## src/design/pcm2dac_pkg.sv

```systemverilog
package pcm2dac_pkg;

    // frame layout
    localparam int FRAME_CH      = 6;
    localparam int SAMPLE_W      = 16;
    localparam int CHAN_W        = 3;
    localparam int ADDR_W        = 3;
    localparam int BYTE_W        = 8;
    localparam int MAP_W         = FRAME_CH * ADDR_W;
    localparam int DEF_MAX_CH    = 6;

    // configuration register indexes
    localparam logic CFG_IDX_CHANNELS = 1'b0;
    localparam logic CFG_IDX_ADDR_MAP = 1'b1;

    // configuration reset values
    localparam logic [CHAN_W-1:0] CHANNELS_RESET = 3'd6;
    localparam logic [MAP_W-1:0]  MAP_RESET      = 18'd252104;

    // one pending dac command as it travels down the cell row
    typedef struct packed {
        logic              pend;
        logic [CHAN_W-1:0] chan;
        logic [BYTE_W-1:0] hi;
        logic [BYTE_W-1:0] lo;
    } t_cmd;

    // first byte: address at bits 6..4 ORed with the sign-extended sample >> 11
    function automatic logic [BYTE_W-1:0] cmd_high(input logic [SAMPLE_W-1:0] s,
                                                   input logic [ADDR_W-1:0] a);
        cmd_high = {s[15], a[2] | s[15], a[1] | s[15], a[0] | s[15], s[14:11]};
    endfunction

    // second byte: sample >> 3, low eight bits
    function automatic logic [BYTE_W-1:0] cmd_low(input logic [SAMPLE_W-1:0] s);
        cmd_low = s[10:3];
    endfunction

endpackage

```

## src/design/pcm2dac_cell.sv

```systemverilog
module pcm2dac_cell
    import pcm2dac_pkg::*;
(
    input  logic                i_clk,
    input  logic                i_rst_n,
    input  logic                i_load,
    input  logic                i_shift,
    input  logic                i_enable,
    input  logic [CHAN_W-1:0]   i_chan,
    input  logic [SAMPLE_W-1:0] i_sample,
    input  logic [ADDR_W-1:0]   i_addr,
    input  t_cmd                i_next,
    output t_cmd                o_cmd
);

    logic [SAMPLE_W-1:0] r_prev;
    t_cmd                r_cmd;
    logic                w_change;

    // channel in use and sample differs from the one last sent
    assign w_change = i_enable && (i_sample != r_prev);

    // load a fresh command on a new frame, otherwise take the neighbor's when the row shifts
    always_ff @(posedge i_clk) begin
        if (!i_rst_n) begin
            r_prev <= '0;
            r_cmd  <= '0;
        end else if (i_load) begin
            r_cmd.pend <= w_change;
            r_cmd.chan <= i_chan;
            r_cmd.hi   <= cmd_high(i_sample, i_addr);
            r_cmd.lo   <= cmd_low(i_sample);
            if (w_change) begin
                r_prev <= i_sample;
            end
        end else if (i_shift) begin
            r_cmd <= i_next;
        end
    end

    assign o_cmd = r_cmd;

endmodule

```

## src/design/pcm_frame_to_dac_updates.sv

```systemverilog
// Frame to dac command converter.
// Slave stream: one word per audio frame, six signed 16-bit samples in
// i_s_tdata (channel zero lowest). Master stream: one word per changed
// sample, o_m_tdata = {5'b0, command_low, command_high, source_channel},
// o_m_tlast marks the final command of a frame. A frame with no changed
// channel in use produces no word.
// Configuration: i_cfg_we writes i_cfg_data into register i_cfg_idx
// (0: channels in use, 1: 18-bit channel address map); write only when idle.
// Each channel has one cell holding its last sent sample. On a frame the
// cells compare and latch a pending command, then the row shifts toward cell
// zero one cell per cycle unless held. Each command passes from cell zero
// into the output register, and i_s_tready stays low until the command of
// the highest changed channel has left the row; a frame with no changed
// channel in use leaves i_s_tready high. The output register lets the next
// frame be taken while the last command still waits. When the receiver
// stalls and cell zero holds a pending command, the row holds until the
// output register frees. Reset clears all stored samples to zero and
// restores six channels and the default map.
module pcm_frame_to_dac_updates
    import pcm2dac_pkg::*;
#(
    parameter int MAX_CHANNELS = DEF_MAX_CH
) (
    input  logic                         i_clk,
    input  logic                         i_rst_n,
    // sample_ch0 .. sample_ch5, 16 bits each
    input  logic [FRAME_CH*SAMPLE_W-1:0] i_s_tdata,
    input  logic                         i_s_tvalid,
    output logic                         o_s_tready,
    // source_channel[2:0], command_high[10:3], command_low[18:11], zero pad
    output logic [23:0]                  o_m_tdata,
    output logic                         o_m_tlast,
    output logic                         o_m_tvalid,
    input  logic                         i_m_tready,
    input  logic                         i_cfg_we,
    input  logic                         i_cfg_idx,
    input  logic [MAP_W-1:0]             i_cfg_data
);

    localparam int NCELL = (MAX_CHANNELS < FRAME_CH) ? MAX_CHANNELS : FRAME_CH;

    logic [CHAN_W-1:0] r_channels;
    logic [MAP_W-1:0]  r_map;
    t_cmd              w_cmd [NCELL+1];
    logic [NCELL-1:0]  w_pend;
    logic              w_load;
    logic              w_out_free;
    logic              w_shift;
    logic              w_move;
    logic              w_rest_pend;
    logic              r_out_valid;
    t_cmd              r_out;
    logic              r_out_last;

    // configuration registers
    always_ff @(posedge i_clk) begin
        if (!i_rst_n) begin
            r_channels <= CHANNELS_RESET;
            r_map      <= MAP_RESET;
        end else if (i_cfg_we) begin
            unique case (i_cfg_idx)
                CFG_IDX_CHANNELS: r_channels <= i_cfg_data[CHAN_W-1:0];
                CFG_IDX_ADDR_MAP: r_map      <= i_cfg_data;
                default: ;
            endcase
        end
    end

    // handshake and row control
    assign o_s_tready  = ~|w_pend;
    assign w_load      = i_s_tvalid && o_s_tready;
    assign w_out_free  = !r_out_valid || i_m_tready;
    assign w_move      = w_cmd[0].pend && w_out_free;
    assign w_shift     = !w_cmd[0].pend || w_out_free;
    assign w_rest_pend = |(w_pend & ~NCELL'(1));
    assign w_cmd[NCELL] = '0;

    // row of channel cells
    for (genvar c = 0; c < NCELL; c++) begin : g_cell
        pcm2dac_cell u_cell (
            .i_clk    (i_clk),
            .i_rst_n  (i_rst_n),
            .i_load   (w_load),
            .i_shift  (w_shift),
            .i_enable (CHAN_W'(c) < r_channels),
            .i_chan   (CHAN_W'(c)),
            .i_sample (i_s_tdata[c*SAMPLE_W +: SAMPLE_W]),
            .i_addr   (r_map[c*ADDR_W +: ADDR_W]),
            .i_next   (w_cmd[c+1]),
            .o_cmd    (w_cmd[c])
        );
        assign w_pend[c] = w_cmd[c].pend;
    end

    // output register
    always_ff @(posedge i_clk) begin
        if (!i_rst_n) begin
            r_out_valid <= 1'b0;
        end else if (w_move) begin
            r_out_valid <= 1'b1;
        end else if (i_m_tready) begin
            r_out_valid <= 1'b0;
        end
    end

    always_ff @(posedge i_clk) begin
        if (w_move) begin
            r_out      <= w_cmd[0];
            r_out_last <= !w_rest_pend;
        end
    end

    assign o_m_tvalid = r_out_valid;
    assign o_m_tlast  = r_out_last;
    assign o_m_tdata  = {5'b0, r_out.lo, r_out.hi, r_out.chan};

    // a word that is not the last of its frame has more commands behind it
    a_more_behind: assert property (@(posedge i_clk) disable iff (!i_rst_n)
        (o_m_tvalid && !o_m_tlast) |-> (|w_pend))
        else $error("non-last word with no pending command behind it");

    // emitted channel always has a cell
    a_chan_in_range: assert property (@(posedge i_clk) disable iff (!i_rst_n)
        o_m_tvalid |-> (int'(o_m_tdata[CHAN_W-1:0]) < NCELL))
        else $error("source channel out of range");

    // without a new frame the pending count never grows
    a_pend_no_grow: assert property (@(posedge i_clk) disable iff (!i_rst_n)
        !w_load |=> ($countones(w_pend) <= $past($countones(w_pend))))
        else $error("pending commands appeared without a frame");

    // a word moves out only when the head cell holds one
    a_move_from_head: assert property (@(posedge i_clk) disable iff (!i_rst_n)
        (!w_cmd[0].pend && !r_out_valid) |=> !r_out_valid || $past(w_load))
        else $error("output word without pending head command");

endmodule

```

## config.mk

```make
export PLATFORM = sky130hd
export DESIGN_NAME = pcm_frame_to_dac_updates
export DESIGN_NICKNAME = d
export VERILOG_FILES = /design/src/design/pcm2dac_pkg.sv /design/src/design/pcm2dac_cell.sv /design/src/design/pcm_frame_to_dac_updates.sv
export SDC_FILE = /design/constraint.sdc
export NUM_CORES = 1
export LEC_CHECK = 0
export BUFFER_PORTS_ARGS = -buffer_cell sky130_fd_sc_hd__buf_2
export CAP_MARGIN = 20
export CELL_PAD_IN_SITES_DETAIL_PLACEMENT = 0
export CELL_PAD_IN_SITES_GLOBAL_PLACEMENT = 1
export CORE_MARGIN = 3
export CORE_UTILIZATION = 43
export DETAILED_ROUTE_END_ITERATION = 16
export MAX_ROUTING_LAYER = met4
export PLACE_DENSITY_LB_ADDON = 0.15
export SETUP_SLACK_MARGIN = 0.4
export SLEW_MARGIN = 0
export SYNTH_ARGS = -nofsm -noshare
export SYNTH_HDL_FRONTEND = slang
export SYNTH_SLANG_ARGS = --single-unit
```

## constraint.sdc

```tcl
create_clock -name i_clk -period 2.76 [get_ports i_clk]
set_clock_uncertainty 0.05 [all_clocks]
set_input_delay 0.828 -clock i_clk [delete_from_list [all_inputs] [get_ports i_clk]]
set_output_delay 0.828 -clock i_clk [all_outputs]
set_load 0.01 [all_outputs]
```

==> impl_metrics.yaml <==
status:
  status: "completed"
synthesis:
  syn_area_per_cell_sq_um: 8.92
  synth_common_cells: "320 x nand2_1, 231 x dfxtp_1, 102 x a21oi_1"
  ys_ff_latch: 251
  yosysWarnings: 0
  synth_most_common_cell: "nand2_1"
  yosysTopAreaCellShare_pct: 43.8
  ys_seq_area_share_pct: 49.5
  synth_cells: 1184
  async_flop_share_pct: 0
  synth_edf_count: 20
  synth_area_leader_cell: "dfxtp_1"
  synthFlopType: "dfxtp_1"
  synthesis.area_sq_mm: 0.0106
  synth_top_cells_by_area: "dfxtp_1 44%, nand2_1 11%, mux2i_1 7.9%, edfxtp_1 5.7%, a22oi_1 5.6%"
  yosysUniqueCellTypes: 39
clock_network:
  clkTransAtPathRegs_ps: 60
  clock_path_buffers: 3
  cts_hold_buffers: 0
  cts_max_level: 1
  cts.sinks: 251
  clk-insertion-delay-late_ps: 540
  numCtsBuffers: 28
  root_buffer: "clkbuf_16"
  cts_tree: "done"
job:
  drv_cap: 0
sta:
  fin_tns_setup_ps: 0
  finalSetupViolCount: 0
  tightest_slew_ps: 695
  worst_slack_ps: 246
  rsz0062_at_grt: "yes"
  whs_ps: 380
  final.min_clock_period_ps: 2510
  hold_violations: 0
  max_freq_ghz: 0.398
  fin_crit_sh_pct: 91.1
  slew_violations: 0
  slew_headroom_pct: 53.2
pwr:
  power_frac_comb_pct: 27.1
  internal_power_uw: 8540
  p_seq_share_pct: 40.4
  p_sw_share_pct: 31.0
  powerDensity_mw_per_mm2: 970
  peakVddDrop_v: 0.000490
  leakagePower_uw: 0.00484
  pwr-share-clk_pct: 32.4
  switchingPower_uw: 3830
  power.total_uw: 12400
placed_design:
  routabilityCongestion: 0.770
  placedCellCount: 1591
  dpl_worst_slack_ps: 114
  io_buffer_count: 141
  dpl.hpwl_um: 18800
worst_hold_path:
  hold-path-cell-count: 0
  hp-start: "g_cell[0].u_cell.o_cmd[16]$_SDFFE_PP0N_"
  hold_path.class: "reg -> reg"
drt:
  routedWlPerCell_um: 16.7
  drtIter0Drc: 523
  remaining_drc_errors: 0
  vias_per_cell: 5.21
  via_count: 8620
  drt-total-wl_um: 27600
  ant_nets: 0
  first_pass_iters: 5
setup_path:
  rr_worst_depth: 8
  setup.worst_path.end_class: "primary output"
  required_ps: 1880
  crit_family: "simple AND/OR/NAND/NOR gates"
  path_buf_inv: 1
  slowest_stage: "or3_4"
  cp-start-kind: "flip-flop"
  critPathMaxFanout: 3
  cp_cell_sequence: "or3_4, nor4_4, buf_2"
  reg2reg_from: "g_cell[3].u_cell.o_cmd[19]$_SDFFE_PN0P_"
  path_depth: 3
  crit_type: "reg -> out"
  critical-path-max-stage-delay_ps: 410
  arrival_ps: 1640
  rrSetupSlack_ps: 510
  worstSetupStartpoint: "g_cell[3].u_cell.o_cmd[19]$_SDFFE_PN0P_"
final_layout:
  area_delta_synth_final_pct: 20.8
  nNetsFinal: 1434
  finalNonFillerCells: 1653
  drive_gt1_share_pct: 18.6
global_routing:
  grt_use_total_pct: 21.2
  antenna_found_initial: 1
  grt_overflow: 0
  grt_pass1_wl_um: 44800
  first_global_vias: 8332
  grt_max_degree: 75
floorplanning:
  die_h_um: 163
  dieWidth_um: 163
  die_area_sq_mm: 0.0265
  rows: 56
  start_util_pct: 44.3
  core-area_sq_mm: 0.0238
  ios: 147
## power groups by stage
stage,logic [uW],registers (uW),clock network [uW]
5_1_grt,3710,5090,4230
3_5_place_dp,3200,5070,0
4_1_cts,3340,5000,4090
6_report,3360,5000,4010
2_1_floorplan,2300,4980,0
3_3_place_gp,3170,5060,0
## metal layers
metal  vias up  wire (um)  part of all wire [%]  track usage, %
met5         -          0                     0               -
met4         0        588                   2.1            5.11
met3        44       1230                   4.4            2.47
met2       204      12500                    45            32.8
met1      4051      13200                    48            30.0
li1       4321          -                     -               -
## cells by family (layout without fill, tap and decap cells)
kind of cell	after synthesis	in the layout	synth area share [%]
simple gates	423	423	17.1
flops	251	251	49.5
compound gates	240	240	13.6
xor+xnor	96	96	7.96
buf+inv	90	235	4.01
mux	83	83	7.86
other cells	1	6	0.0355
## what timing repair did
action                     in CTS  in global routing
resized for setup               4                  5
buffers inserted               10                  0
gates cloned                    1                  0
setup endpoints to repair      51                 30
pin swaps                       5                  2
## path summary, 6_finish.rpt
path | endpoint
worst min-delay path | o_m_tdata[0]$_DFFE_PP_
worst max register to register | g_cell[3].u_cell.r_prev[3]$_SDFFE_PN0P_
worst min register to register | o_m_tdata[0]$_DFFE_PP_
worst max-delay path | o_s_tready
## sequential cells by signal, indices dropped and copies added (netlist names)
signal                flops
r_channels                3
r_map                    18
o_m_tvalid                1
g_cell.u_cell.r_prev     96
o_m_tdata                19
g_cell.u_cell.o_cmd     113
o_m_tlast                 1
## through the flow
stage	instance area, sq um	util [%]
after global routing	12800	53.6
after CTS	12700	53.4
after floorplan	10600	-
after detailed placement	11600	48.8
after global placement	11600	48.8
final	12800	53.6
## layout make-up
cell class | instances | area, sq um
Fill cell | 2267 | 11100
Sequential cell | 251 | 5230
Multi-Input combinational cell | 847 | 4980
Timing Repair Buffer | 185 | 1150
Clock buffer | 33 | 761
Tap cell | 319 | 399
Clock inverter | 16 | 231
Inverter | 1 | 6.26
Antenna cell | 1 | 2.50
## placed cells by master (no fill, tap or decap), types with 32 or more instances in the layout
master / instances
nand2_1: 320
dfxtp_1: 229
buf_2: 141
a21oi_1: 102
mux2i_1: 83
a22oi_1: 79
xnor2_1: 64
o21ai_0: 33
buf_4: 33
xor2_1: 32
(Power assumes the default switching activity.)
